File: config.mk
export PLATFORM = sky130hd
export DESIGN_NAME = calendar_date_stepper
export DESIGN_NICKNAME = d
export VERILOG_FILES = /design/src/rtl/core/cds_pkg.sv /design/src/rtl/core/calendar_date_stepper.sv /design/src/rtl/core/cds_ctrl.sv /design/src/rtl/core/cds_datapath.sv /design/src/rtl/core/cds_report.sv
export SDC_FILE = /design/constraint.sdc
export NUM_CORES = 1
export LEC_CHECK = 0
export BUFFER_PORTS_ARGS = -buffer_cell sky130_fd_sc_hd__buf_4
export CORE_MARGIN = 2
export CORE_UTILIZATION = 30
export DETAILED_ROUTE_END_ITERATION = 8
export GPL_TIMING_DRIVEN = 0
export PLACE_DENSITY = 0.48
export RECOVER_POWER = 50
export SLEW_MARGIN = 15
export SYNTH_ARGS = -nofsm -noshare
export SYNTH_HDL_FRONTEND = slang
export SYNTH_SLANG_ARGS = --single-unit
File: constraint.sdc
create_clock -name aclk -period 13.8 [get_ports aclk]
set_clock_uncertainty 0.15 [all_clocks]
set_input_delay 0 -clock aclk [delete_from_list [all_inputs] [get_ports aclk]]
set_output_delay 0 -clock aclk [all_outputs]
set_load 0.05 [all_outputs]
File: src/rtl/core/cds_pkg.sv
// cds_pkg: shared types, constants and calendar helper functions
// used by the calendar date stepper controller, datapath and report unit
// no dependencies
package cds_pkg;

    localparam int DAY_W   = 5;
    localparam int MONTH_W = 4;
    localparam int YEAR_W  = 14;
    localparam int COUNT_W = 16;
    localparam int MASK_W  = 7;
    localparam int WD_W    = 3;
    localparam int DOY_W   = 9;

    // request codes
    localparam logic [1:0] REQ_LOAD   = 2'd0;
    localparam logic [1:0] REQ_DAYS   = 2'd1;
    localparam logic [1:0] REQ_MONTHS = 2'd2;

    localparam logic [MONTH_W-1:0] JAN = 4'd1;
    localparam logic [MONTH_W-1:0] FEB = 4'd2;
    localparam logic [MONTH_W-1:0] DEC = 4'd12;

    // 25 * INV25 == 1 mod 2^16, divisible by 25 when the product is <= DIV25_LIM
    localparam logic [15:0] INV25     = 16'd23593;
    localparam logic [15:0] DIV25_LIM = 16'd2621;

    // floor(x / 100) = (x * RECIP100) >> 21 for x < 2^15
    localparam logic [14:0] RECIP100 = 15'd20972;
    // floor(x / 7) = (x * RECIP7) >> 18 for x < 2^15
    localparam logic [15:0] RECIP7   = 16'd37450;

    typedef struct packed {
        logic accept;    // input transaction taken
        logic step;      // apply one single-day or single-month step
        logic cap1;      // report stage 1 capture
        logic cap2;      // report stage 2 capture
        logic load_out;  // move result into the output register
    } cds_cmd_t;

    typedef struct packed {
        logic start_step;  // accepted request has steps to run
        logic step_done;   // this step is the last one or it failed
        logic out_free;    // output register can take a new result
    } cds_stat_t;

    function automatic logic leap_of(input logic [YEAR_W-1:0] y);
        logic [15:0] prod;
        logic        div25;
        begin
            prod  = 16'({2'b00, y} * INV25);
            div25 = (prod <= DIV25_LIM);
            leap_of = (y[1:0] == 2'b00) && (!div25 || (y[3:0] == 4'd0));
        end
    endfunction

    // zero when the month is outside 1..12
    function automatic logic [DAY_W-1:0] month_len(input logic leap,
                                                   input logic [MONTH_W-1:0] m);
        begin
            unique case (m)
                4'd1, 4'd3, 4'd5, 4'd7, 4'd8, 4'd10, 4'd12: month_len = 5'd31;
                4'd4, 4'd6, 4'd9, 4'd11:                    month_len = 5'd30;
                4'd2:    month_len = leap ? 5'd29 : 5'd28;
                default: month_len = 5'd0;
            endcase
        end
    endfunction

    // days in the months before m, common year
    function automatic logic [DOY_W-1:0] days_before(input logic [MONTH_W-1:0] m);
        begin
            unique case (m)
                4'd3:    days_before = 9'd31 + 9'd28;
                4'd4:    days_before = 9'd90;
                4'd5:    days_before = 9'd120;
                4'd6:    days_before = 9'd151;
                4'd7:    days_before = 9'd181;
                4'd8:    days_before = 9'd212;
                4'd9:    days_before = 9'd243;
                4'd10:   days_before = 9'd273;
                4'd11:   days_before = 9'd304;
                4'd12:   days_before = 9'd334;
                4'd2:    days_before = 9'd31;
                default: days_before = 9'd0;
            endcase
        end
    endfunction

    // (31 * mm) / 12 with mm the march-based month number
    function automatic logic [5:0] month_term(input logic [MONTH_W-1:0] m);
        begin
            unique case (m)
                4'd1:    month_term = 6'd28;
                4'd2:    month_term = 6'd31;
                4'd3:    month_term = 6'd2;
                4'd4:    month_term = 6'd5;
                4'd5:    month_term = 6'd7;
                4'd6:    month_term = 6'd10;
                4'd7:    month_term = 6'd12;
                4'd8:    month_term = 6'd15;
                4'd9:    month_term = 6'd18;
                4'd10:   month_term = 6'd20;
                4'd11:   month_term = 6'd23;
                4'd12:   month_term = 6'd25;
                default: month_term = 6'd0;
            endcase
        end
    endfunction

endpackage

File: src/rtl/core/calendar_date_stepper.sv
// calendar_date_stepper: top level, holds a Gregorian date and steps it
// by days or months; uses cds_pkg, cds_ctrl, cds_datapath and cds_report
//
// Usage:
// - input channel s_*: one transaction loads a date (req_type 0), steps
//   by days (1) or by months (2); req_type 3 only reports the date
// - result channel m_*: exactly one result transaction per input, carrying
//   the date, weekday, day of year, leap flag, month length, validity,
//   weekend flag and range error
// - cfg_wr_en/cfg_wr_data write the 7-bit weekend mask, one bit per weekday
// - sequencing: an accepted input runs its steps, then report stages CAP1
//   and CAP2, then HOLD loads the output register once it is free; the
//   single-step loop in the datapath runs one day or one month per clock
// - throughput: one transaction at a time; s_ready is high only while the
//   sequencer is idle, which it is again as soon as a result is loaded
// - the next input is taken while a result still sits in the output
//   register; if the receiver stalls, the finished report waits and the
//   sequencer holds until the output register frees
// - reset: date becomes 1 January 2000, weekend mask Friday and Saturday,
//   no result pending
module calendar_date_stepper
    import cds_pkg::*;
#(
    parameter int unsigned MAX_YEAR = 9999
) (
    input  logic               aclk,
    input  logic               aresetn,
    input  logic               cfg_wr_en,
    input  logic [MASK_W-1:0]  cfg_wr_data,
    input  logic               s_valid,
    output logic               s_ready,
    input  logic [1:0]         s_req_type,
    input  logic               s_step_back,
    input  logic [COUNT_W-1:0] s_step_count,
    input  logic [DAY_W-1:0]   s_load_day,
    input  logic [MONTH_W-1:0] s_load_month,
    input  logic [YEAR_W-1:0]  s_load_year,
    output logic               m_valid,
    input  logic               m_ready,
    output logic [DAY_W-1:0]   m_out_day,
    output logic [MONTH_W-1:0] m_out_month,
    output logic [YEAR_W-1:0]  m_out_year,
    output logic [WD_W-1:0]    m_weekday,
    output logic [DOY_W-1:0]   m_day_of_year,
    output logic               m_is_leap,
    output logic [DAY_W-1:0]   m_month_length,
    output logic               m_date_valid,
    output logic               m_is_weekend,
    output logic               m_range_error
);

    cds_cmd_t           cmd;
    cds_stat_t          stat;
    logic               dp_start_step;
    logic               dp_step_done;
    logic               rpt_out_free;
    logic [DAY_W-1:0]   cur_day;
    logic [MONTH_W-1:0] cur_month;
    logic [YEAR_W-1:0]  cur_year;
    logic               cur_leap;
    logic               cur_err;

    assign stat = {dp_start_step, dp_step_done, rpt_out_free};

    cds_ctrl u_ctrl (
        .aclk    (aclk),
        .aresetn (aresetn),
        .s_valid (s_valid),
        .s_ready (s_ready),
        .stat    (stat),
        .cmd     (cmd)
    );

    cds_datapath #(
        .MAX_YEAR (MAX_YEAR)
    ) u_datapath (
        .aclk         (aclk),
        .aresetn      (aresetn),
        .cmd          (cmd),
        .s_req_type   (s_req_type),
        .s_step_back  (s_step_back),
        .s_step_count (s_step_count),
        .s_load_day   (s_load_day),
        .s_load_month (s_load_month),
        .s_load_year  (s_load_year),
        .start_step   (dp_start_step),
        .step_done    (dp_step_done),
        .day          (cur_day),
        .month        (cur_month),
        .year         (cur_year),
        .leap         (cur_leap),
        .range_err    (cur_err)
    );

    cds_report u_report (
        .aclk           (aclk),
        .aresetn        (aresetn),
        .cmd            (cmd),
        .out_free       (rpt_out_free),
        .cfg_wr_en      (cfg_wr_en),
        .cfg_wr_data    (cfg_wr_data),
        .day            (cur_day),
        .month          (cur_month),
        .year           (cur_year),
        .leap           (cur_leap),
        .range_err      (cur_err),
        .m_valid        (m_valid),
        .m_ready        (m_ready),
        .m_out_day      (m_out_day),
        .m_out_month    (m_out_month),
        .m_out_year     (m_out_year),
        .m_weekday      (m_weekday),
        .m_day_of_year  (m_day_of_year),
        .m_is_leap      (m_is_leap),
        .m_month_length (m_month_length),
        .m_date_valid   (m_date_valid),
        .m_is_weekend   (m_is_weekend),
        .m_range_error  (m_range_error)
    );

endmodule

File: src/rtl/core/cds_ctrl.sv
// cds_ctrl: sequencer for the calendar date stepper
// depends on cds_pkg for the command and status structs
module cds_ctrl
    import cds_pkg::*;
(
    input  logic      aclk,
    input  logic      aresetn,
    input  logic      s_valid,
    output logic      s_ready,
    input  cds_stat_t stat,
    output cds_cmd_t  cmd
);

    typedef enum logic [4:0] {
        ST_IDLE = 5'b00001,
        ST_STEP = 5'b00010,
        ST_CAP1 = 5'b00100,
        ST_CAP2 = 5'b01000,
        ST_HOLD = 5'b10000
    } state_t;

    state_t state_reg, state_next;

    assign s_ready = (state_reg == ST_IDLE);

    always_comb begin
        state_next   = state_reg;
        cmd          = '0;
        unique case (state_reg)
            ST_IDLE: begin
                if (s_valid) begin
                    cmd.accept = 1'b1;
                    state_next = stat.start_step ? ST_STEP : ST_CAP1;
                end
            end
            ST_STEP: begin
                cmd.step = 1'b1;
                if (stat.step_done) begin
                    state_next = ST_CAP1;
                end
            end
            ST_CAP1: begin
                cmd.cap1   = 1'b1;
                state_next = ST_CAP2;
            end
            ST_CAP2: begin
                cmd.cap2   = 1'b1;
                state_next = ST_HOLD;
            end
            ST_HOLD: begin
                // wait here while the previous result is still unclaimed
                if (stat.out_free) begin
                    cmd.load_out = 1'b1;
                    state_next   = ST_IDLE;
                end
            end
            default: state_next = ST_IDLE;
        endcase
    end

    always_ff @(posedge aclk) begin
        if (!aresetn) begin
            state_reg <= ST_IDLE;
        end else begin
            state_reg <= state_next;
        end
    end

endmodule

File: src/rtl/core/cds_datapath.sv
// cds_datapath: current date registers, step counter and single-step logic
// depends on cds_pkg for widths, request codes and calendar functions
module cds_datapath
    import cds_pkg::*;
#(
    parameter int unsigned MAX_YEAR = 9999
) (
    input  logic               aclk,
    input  logic               aresetn,
    input  cds_cmd_t           cmd,
    input  logic [1:0]         s_req_type,
    input  logic               s_step_back,
    input  logic [COUNT_W-1:0] s_step_count,
    input  logic [DAY_W-1:0]   s_load_day,
    input  logic [MONTH_W-1:0] s_load_month,
    input  logic [YEAR_W-1:0]  s_load_year,
    output logic               start_step,
    output logic               step_done,
    output logic [DAY_W-1:0]   day,
    output logic [MONTH_W-1:0] month,
    output logic [YEAR_W-1:0]  year,
    output logic               leap,
    output logic               range_err
);

    localparam logic [YEAR_W-1:0] MAX_Y = YEAR_W'(MAX_YEAR);

    logic [DAY_W-1:0]   day_reg, day_next;
    logic [MONTH_W-1:0] month_reg, month_next;
    logic [YEAR_W-1:0]  year_reg, year_next;
    logic [COUNT_W-1:0] count_reg, count_next;
    logic               back_reg, back_next;
    logic               by_month_reg, by_month_next;
    logic               err_reg, err_next;

    logic               is_step_req;
    logic               fit;
    logic [DAY_W-1:0]   len_cur;
    logic [MONTH_W-1:0] month_prev, month_fwd, month_new;
    logic [DAY_W-1:0]   len_new;
    logic               top_wrap, bot_wrap;
    logic               fail;
    logic [DAY_W-1:0]   st_day;
    logic [MONTH_W-1:0] st_month;
    logic [YEAR_W-1:0]  st_year;

    assign leap    = leap_of(year_reg);
    assign len_cur = month_len(leap, month_reg);
    assign fit     = (len_cur != '0) && (day_reg != '0) && (day_reg <= len_cur)
                     && (year_reg != '0) && (year_reg <= MAX_Y);

    assign is_step_req = (s_req_type == REQ_DAYS) || (s_req_type == REQ_MONTHS);
    assign start_step  = is_step_req && fit && (s_step_count != '0);

    assign month_prev = (month_reg == JAN) ? DEC : month_reg - 4'd1;
    assign month_fwd  = (month_reg == DEC) ? JAN : month_reg + 4'd1;
    assign top_wrap   = (month_reg == DEC) && (year_reg >= MAX_Y);
    assign bot_wrap   = (month_reg == JAN) && (year_reg <= YEAR_W'(1));

    // the year only changes across december and january, so february
    // after a step always lies in the current year
    assign month_new = back_reg ? month_prev : month_fwd;
    assign len_new   = month_len(leap, month_new);

    always_comb begin
        st_day   = day_reg;
        st_month = month_reg;
        st_year  = year_reg;
        fail     = 1'b0;
        if (by_month_reg) begin
            fail     = back_reg ? bot_wrap : top_wrap;
            st_month = month_new;
            if (back_reg && month_reg == JAN) begin
                st_year = year_reg - YEAR_W'(1);
            end else if (!back_reg && month_reg == DEC) begin
                st_year = year_reg + YEAR_W'(1);
            end
            st_day = (len_new < day_reg) ? len_new : day_reg;
        end else if (back_reg) begin
            if (day_reg == DAY_W'(1)) begin
                fail     = bot_wrap;
                st_month = month_prev;
                st_day   = month_len(leap, month_prev);
                if (month_reg == JAN) begin
                    st_year = year_reg - YEAR_W'(1);
                end
            end else begin
                st_day = day_reg - DAY_W'(1);
            end
        end else begin
            if (day_reg == len_cur) begin
                fail     = top_wrap;
                st_month = month_fwd;
                st_day   = DAY_W'(1);
                if (month_reg == DEC) begin
                    st_year = year_reg + YEAR_W'(1);
                end
            end else begin
                st_day = day_reg + DAY_W'(1);
            end
        end
    end

    assign step_done = fail || (count_reg == COUNT_W'(1));

    always_comb begin
        day_next      = day_reg;
        month_next    = month_reg;
        year_next     = year_reg;
        count_next    = count_reg;
        back_next     = back_reg;
        by_month_next = by_month_reg;
        err_next      = err_reg;
        if (cmd.accept) begin
            if (s_req_type == REQ_LOAD) begin
                day_next   = s_load_day;
                month_next = s_load_month;
                year_next  = s_load_year;
            end
            count_next    = s_step_count;
            back_next     = s_step_back;
            by_month_next = (s_req_type == REQ_MONTHS);
            err_next      = is_step_req && !fit;
        end else if (cmd.step) begin
            if (fail) begin
                err_next = 1'b1;
            end else begin
                day_next   = st_day;
                month_next = st_month;
                year_next  = st_year;
                count_next = count_reg - COUNT_W'(1);
            end
        end
    end

    always_ff @(posedge aclk) begin
        if (!aresetn) begin
            day_reg   <= DAY_W'(1);
            month_reg <= JAN;
            year_reg  <= YEAR_W'(2000);
            err_reg   <= 1'b0;
        end else begin
            day_reg   <= day_next;
            month_reg <= month_next;
            year_reg  <= year_next;
            err_reg   <= err_next;
        end
    end

    always_ff @(posedge aclk) begin
        count_reg    <= count_next;
        back_reg     <= back_next;
        by_month_reg <= by_month_next;
    end

    assign day       = day_reg;
    assign month     = month_reg;
    assign year      = year_reg;
    assign range_err = err_reg;

endmodule

File: src/rtl/core/cds_report.sv
// cds_report: two-stage derivation of weekday, day of year and flags,
// plus the weekend mask register and the output register; uses cds_pkg
module cds_report
    import cds_pkg::*;
(
    input  logic               aclk,
    input  logic               aresetn,
    input  cds_cmd_t           cmd,
    output logic               out_free,
    input  logic               cfg_wr_en,
    input  logic [MASK_W-1:0]  cfg_wr_data,
    input  logic [DAY_W-1:0]   day,
    input  logic [MONTH_W-1:0] month,
    input  logic [YEAR_W-1:0]  year,
    input  logic               leap,
    input  logic               range_err,
    output logic               m_valid,
    input  logic               m_ready,
    output logic [DAY_W-1:0]   m_out_day,
    output logic [MONTH_W-1:0] m_out_month,
    output logic [YEAR_W-1:0]  m_out_year,
    output logic [WD_W-1:0]    m_weekday,
    output logic [DOY_W-1:0]   m_day_of_year,
    output logic               m_is_leap,
    output logic [DAY_W-1:0]   m_month_length,
    output logic               m_date_valid,
    output logic               m_is_weekend,
    output logic               m_range_error
);

    logic [MASK_W-1:0]  mask_reg;
    logic               valid_out_reg;

    // stage 1
    logic [DAY_W-1:0]   s1_day_reg;
    logic [MONTH_W-1:0] s1_month_reg;
    logic [YEAR_W-1:0]  s1_year_reg;
    logic               s1_leap_reg;
    logic [DAY_W-1:0]   s1_len_reg;
    logic               s1_ok_reg;
    logic [DOY_W-1:0]   s1_doy_reg;
    logic               s1_err_reg;
    logic [14:0]        s1_yy_reg;
    logic [7:0]         s1_q100_reg;
    logic [5:0]         s1_mterm_reg;

    // stage 2
    logic [DAY_W-1:0]   s2_day_reg;
    logic [MONTH_W-1:0] s2_month_reg;
    logic [YEAR_W-1:0]  s2_year_reg;
    logic               s2_leap_reg;
    logic [DAY_W-1:0]   s2_len_reg;
    logic               s2_ok_reg;
    logic [DOY_W-1:0]   s2_doy_reg;
    logic               s2_err_reg;
    logic [14:0]        s2_sum_reg;
    logic [11:0]        s2_q7_reg;

    logic [DAY_W-1:0]   o_day_reg;
    logic [MONTH_W-1:0] o_month_reg;
    logic [YEAR_W-1:0]  o_year_reg;
    logic [WD_W-1:0]    o_wd_reg;
    logic [DOY_W-1:0]   o_doy_reg;
    logic               o_leap_reg;
    logic [DAY_W-1:0]   o_len_reg;
    logic               o_ok_reg;
    logic               o_wkend_reg;
    logic               o_err_reg;

    logic [DAY_W-1:0]   len;
    logic               ok;
    logic               early;
    logic [14:0]        yy;
    logic [29:0]        prod100;
    logic [DOY_W-1:0]   doy;
    logic [14:0]        sum;
    logic [30:0]        prod7;
    logic [14:0]        q7x7;
    logic [14:0]        rem7;
    logic [WD_W-1:0]    wd;

    assign len   = month_len(leap, month);
    assign ok    = (len != '0) && (day != '0) && (day <= len);
    assign early = (month <= FEB);
    // year shifted by 400 keeps every term positive
    assign yy      = 15'(year) + 15'd400 - 15'(early);
    assign prod100 = 30'(yy) * 30'(RECIP100);
    assign doy     = days_before(month) + 9'(day)
                     + 9'(leap && (month > FEB));

    assign sum = 15'(s1_day_reg) + s1_yy_reg + (s1_yy_reg >> 2)
                 - 15'(s1_q100_reg) + 15'(s1_q100_reg >> 2) + 15'(s1_mterm_reg);
    assign prod7 = 31'(sum) * 31'(RECIP7);

    assign q7x7 = {s2_q7_reg, 3'b000} - {3'b000, s2_q7_reg};
    assign rem7 = s2_sum_reg - q7x7;
    assign wd   = rem7[WD_W-1:0];

    assign out_free = !valid_out_reg || m_ready;

    always_ff @(posedge aclk) begin
        if (cmd.cap1) begin
            s1_day_reg   <= day;
            s1_month_reg <= month;
            s1_year_reg  <= year;
            s1_leap_reg  <= leap;
            s1_len_reg   <= len;
            s1_ok_reg    <= ok;
            s1_doy_reg   <= doy;
            s1_err_reg   <= range_err;
            s1_yy_reg    <= yy;
            s1_q100_reg  <= prod100[28:21];
            s1_mterm_reg <= month_term(month);
        end
        if (cmd.cap2) begin
            s2_day_reg   <= s1_day_reg;
            s2_month_reg <= s1_month_reg;
            s2_year_reg  <= s1_year_reg;
            s2_leap_reg  <= s1_leap_reg;
            s2_len_reg   <= s1_len_reg;
            s2_ok_reg    <= s1_ok_reg;
            s2_doy_reg   <= s1_doy_reg;
            s2_err_reg   <= s1_err_reg;
            s2_sum_reg   <= sum;
            s2_q7_reg    <= prod7[29:18];
        end
        if (cmd.load_out) begin
            o_day_reg   <= s2_day_reg;
            o_month_reg <= s2_month_reg;
            o_year_reg  <= s2_year_reg;
            o_wd_reg    <= s2_ok_reg ? wd : '0;
            o_doy_reg   <= s2_ok_reg ? s2_doy_reg : '0;
            o_leap_reg  <= s2_leap_reg;
            o_len_reg   <= s2_len_reg;
            o_ok_reg    <= s2_ok_reg;
            o_wkend_reg <= s2_ok_reg && mask_reg[wd];
            o_err_reg   <= s2_err_reg;
        end
    end

    always_ff @(posedge aclk) begin
        if (!aresetn) begin
            mask_reg      <= MASK_W'(96);
            valid_out_reg <= 1'b0;
        end else begin
            if (cfg_wr_en) begin
                mask_reg <= cfg_wr_data;
            end
            if (cmd.load_out) begin
                valid_out_reg <= 1'b1;
            end else if (m_ready) begin
                valid_out_reg <= 1'b0;
            end
        end
    end

    assign m_valid        = valid_out_reg;
    assign m_out_day      = o_day_reg;
    assign m_out_month    = o_month_reg;
    assign m_out_year     = o_year_reg;
    assign m_weekday      = o_wd_reg;
    assign m_day_of_year  = o_doy_reg;
    assign m_is_leap      = o_leap_reg;
    assign m_month_length = o_len_reg;
    assign m_date_valid   = o_ok_reg;
    assign m_is_weekend   = o_wkend_reg;
    assign m_range_error  = o_err_reg;

endmodule

==> flow_metrics.tcl <==
set metrics [dict create \
    grt_overflow 0 \
    finalCritPeriodShare_pct 71.0 \
    clk_pin_slew_ns 0.06 \
    grt_max_degree 30 \
    required_ns 13.93 \
    tns_ns 0 \
    gp_congestion 0.866 \
    path_delay_family "adder cells" \
    diodes 0 \
    yosysWarningCount 0 \
    syn_to_final_growth_pct 16.7 \
    setup_viol 0 \
    syn-num-nets 2224 \
    hold_violations 0 \
    violations "max-capacitance violations, max-slew violations" \
    hold_class "in -> reg" \
    port_buffers 98 \
    start_util_pct 30.2 \
    synth-async-reset-ratio_pct 0 \
    synth_area_sq_mm 0.0186 \
    first_global_vias 13231 \
    path_max_fanout 11 \
    stdcell_area_sq_mm 0.0217 \
    worst_path_largest_cell_delay_ns 0.84 \
    largest_register_ffs 16 \
    vias 12779 \
    antenna_found_initial 1 \
    crit_path_top_delay_cell "xnor2_1" \
    syn_area_per_cell_sq_um 10.9 \
    dpl_cell_area_sq_mm 0.0204 \
    fin_nets 2424 \
    cts_tree "done" \
    cts_buffers 26 \
    drc 0 \
    dp_cells 2608 \
    crit_arrival_ns 9.93 \
    die_y_um 253 \
    root_buffer "clkbuf_16" \
    outcome "finished, violations left" \
    routedWlPerCell_um 16.2 \
    cts_resized 0 \
    drt_iter0_drc 680 \
    synth-seq-area-share_pct 32.4 \
    rsz0062_at_grt "false" \
    crit_buf_inv 5 \
    dp_hpwl_mm 35.9 \
    grt_pass1_wl_mm 70.9 \
    ys_types 81 \
    row_count 91 \
    h-tree-depth 1 \
    slew_headroom_pct -33.1 \
    finalCriticalPeriod_ns 9.80 \
    drive_gt1_share_pct 6.80 \
    synth_seq_cells 216 \
    insertion_delay_ns 0.54 \
    clockBufferDepth 3 \
    firstDrtPassIters 5 \
    slew_violations 14 \
    dieWidth_um 253 \
    critPathKind "reg -> reg" \
    synth_cells 1707 \
    antenna_left 0 \
    via_per_inst 4.70 \
    dieArea_sq_mm 0.0639 \
    tightest_slew_ns 1.99 \
    max_freq_ghz 0.102 \
    grt_usage_pct 13.9 \
    ioPinCount 100 \
    worst_setup_path_start_kind "register" \
    ys.flop_type "edfxtp_1" \
    drt-total-wl_mm 44.0 \
    cts_sinks 216 \
    drv.max_cap_violation_count 1 \
    core_area_sq_mm 0.0615 \
    end_kind "register" \
    fin_cells 2717 \
    synth_edf_count 170 \
]
==> cells in the mapped netlist (18+ instances only) <==
cell	count	share of area (%)
edfxtp_1	170	27
fa_1	143	15
o21ai_0	51	1.4
a31oi_1	22	0.74
and2_1	18	0.61
a21oi_1	66	1.8
nand3_1	24	0.65
mux2i_1	19	1.0
a21o_1	24	0.97
clkbuf_1	23	0.46
inv_1	286	5.8
nand2_1	100	2.0
nor2_1	64	1.3
ha_1	320	22
dfxtp_1	46	5.0
xnor2_1	70	3.3
nor2b_1	23	0.77
nor3_1	24	0.65
xor2_1	20	0.94
==> stage by stage <==
stage | hold WS [ns] | util (%) | worst slack (ns)
finish | 0.0239 | 35.3 | 4.00
global route | 0.0645 | 35.3 | 3.34
CTS | 0.00528 | 35.6 | 3.61
detailed placement | 0.0488 | 33.2 | 3.67
global placement | 0.0465 | 33.0 | 3.66
floorplan | -0.0511 | - | 5.79
==> path summary, 6_finish.rpt <==
check	start	to	slack (ns)	cells past startpoint
worst min register to register	u_report.s1_doy_reg[3]	u_report.s2_doy_reg[3]	0.26	0
worst min-delay path	s_req_type[0]	u_datapath.range_err	0.02	6
worst max-delay path	u_datapath.month[1]	u_report.s1_q100_reg[7]	4.00	30
worst max register to register	u_datapath.month[1]	u_report.s1_q100_reg[7]	4.00	30
==> tightest hold or removal path, delay by kind of cell <==
kind / cells / cell delay, ns
adder cells (fa/ha/maj): 1 / 0.30
buffers and inverters: 3 / 0.17
AO/OA/AOI/OAI: 2 / 0.19
==> cells in the final DEF, fill, tap and decap left out, types with 26 or more instances in the layout <==
master         instances
buf_4                 56
inv_1                286
edfxtp_1             170
a21oi_1               66
xnor2_1               67
ha_1                 320
clkbuf_1              81
dfxtp_1               46
nand2_1              100
clkbuf_16             26
fa_1                 143
nor2_1                64
dlygate4sd3_1         61
o21ai_0               51
==> routing by layer <==
metal	part of all wire (%)	track usage, %
met1	47	19.4
met2	46	23.1
met3	4.4	1.70
met4	1.8	3.04
met5	0	0
==> repair_timing <==
item | 4_1_cts | 5_1_grt
hold buffers | 61 | 0
hold endpoints to repair | 62 | 0
buffers inserted | 0 | 0
==> cell type report <==
cell class	count	area [sq um]
inverters	287	1080
fillers	6163	39800
clock inverters	17	156
repair buffers	172	1260
plain buffers	33	138
multi-input cells	1171	11400
clock buffers	31	669
well taps	790	988
flip-flops and latches	216	6030
==> logic make-up (layout without fill, tap and decap cells) <==
family / after synthesis / in the layout / synth area share, %
buffers and inverters: 320 / 540 / 6.54
AOI/OAI and AO/OA: 279 / 279 / 10.2
xor gates and xnor gates: 91 / 91 / 4.36
muxes: 20 / 20 / 1.14
and+or+nand+nor: 318 / 318 / 8.39
DFF: 216 / 216 / 32.4
adders and majority gates: 463 / 463 / 37.0
Power is not shown: default switching activity piles up to over one toggle a cycle in this logic, so the estimate is an artifact.
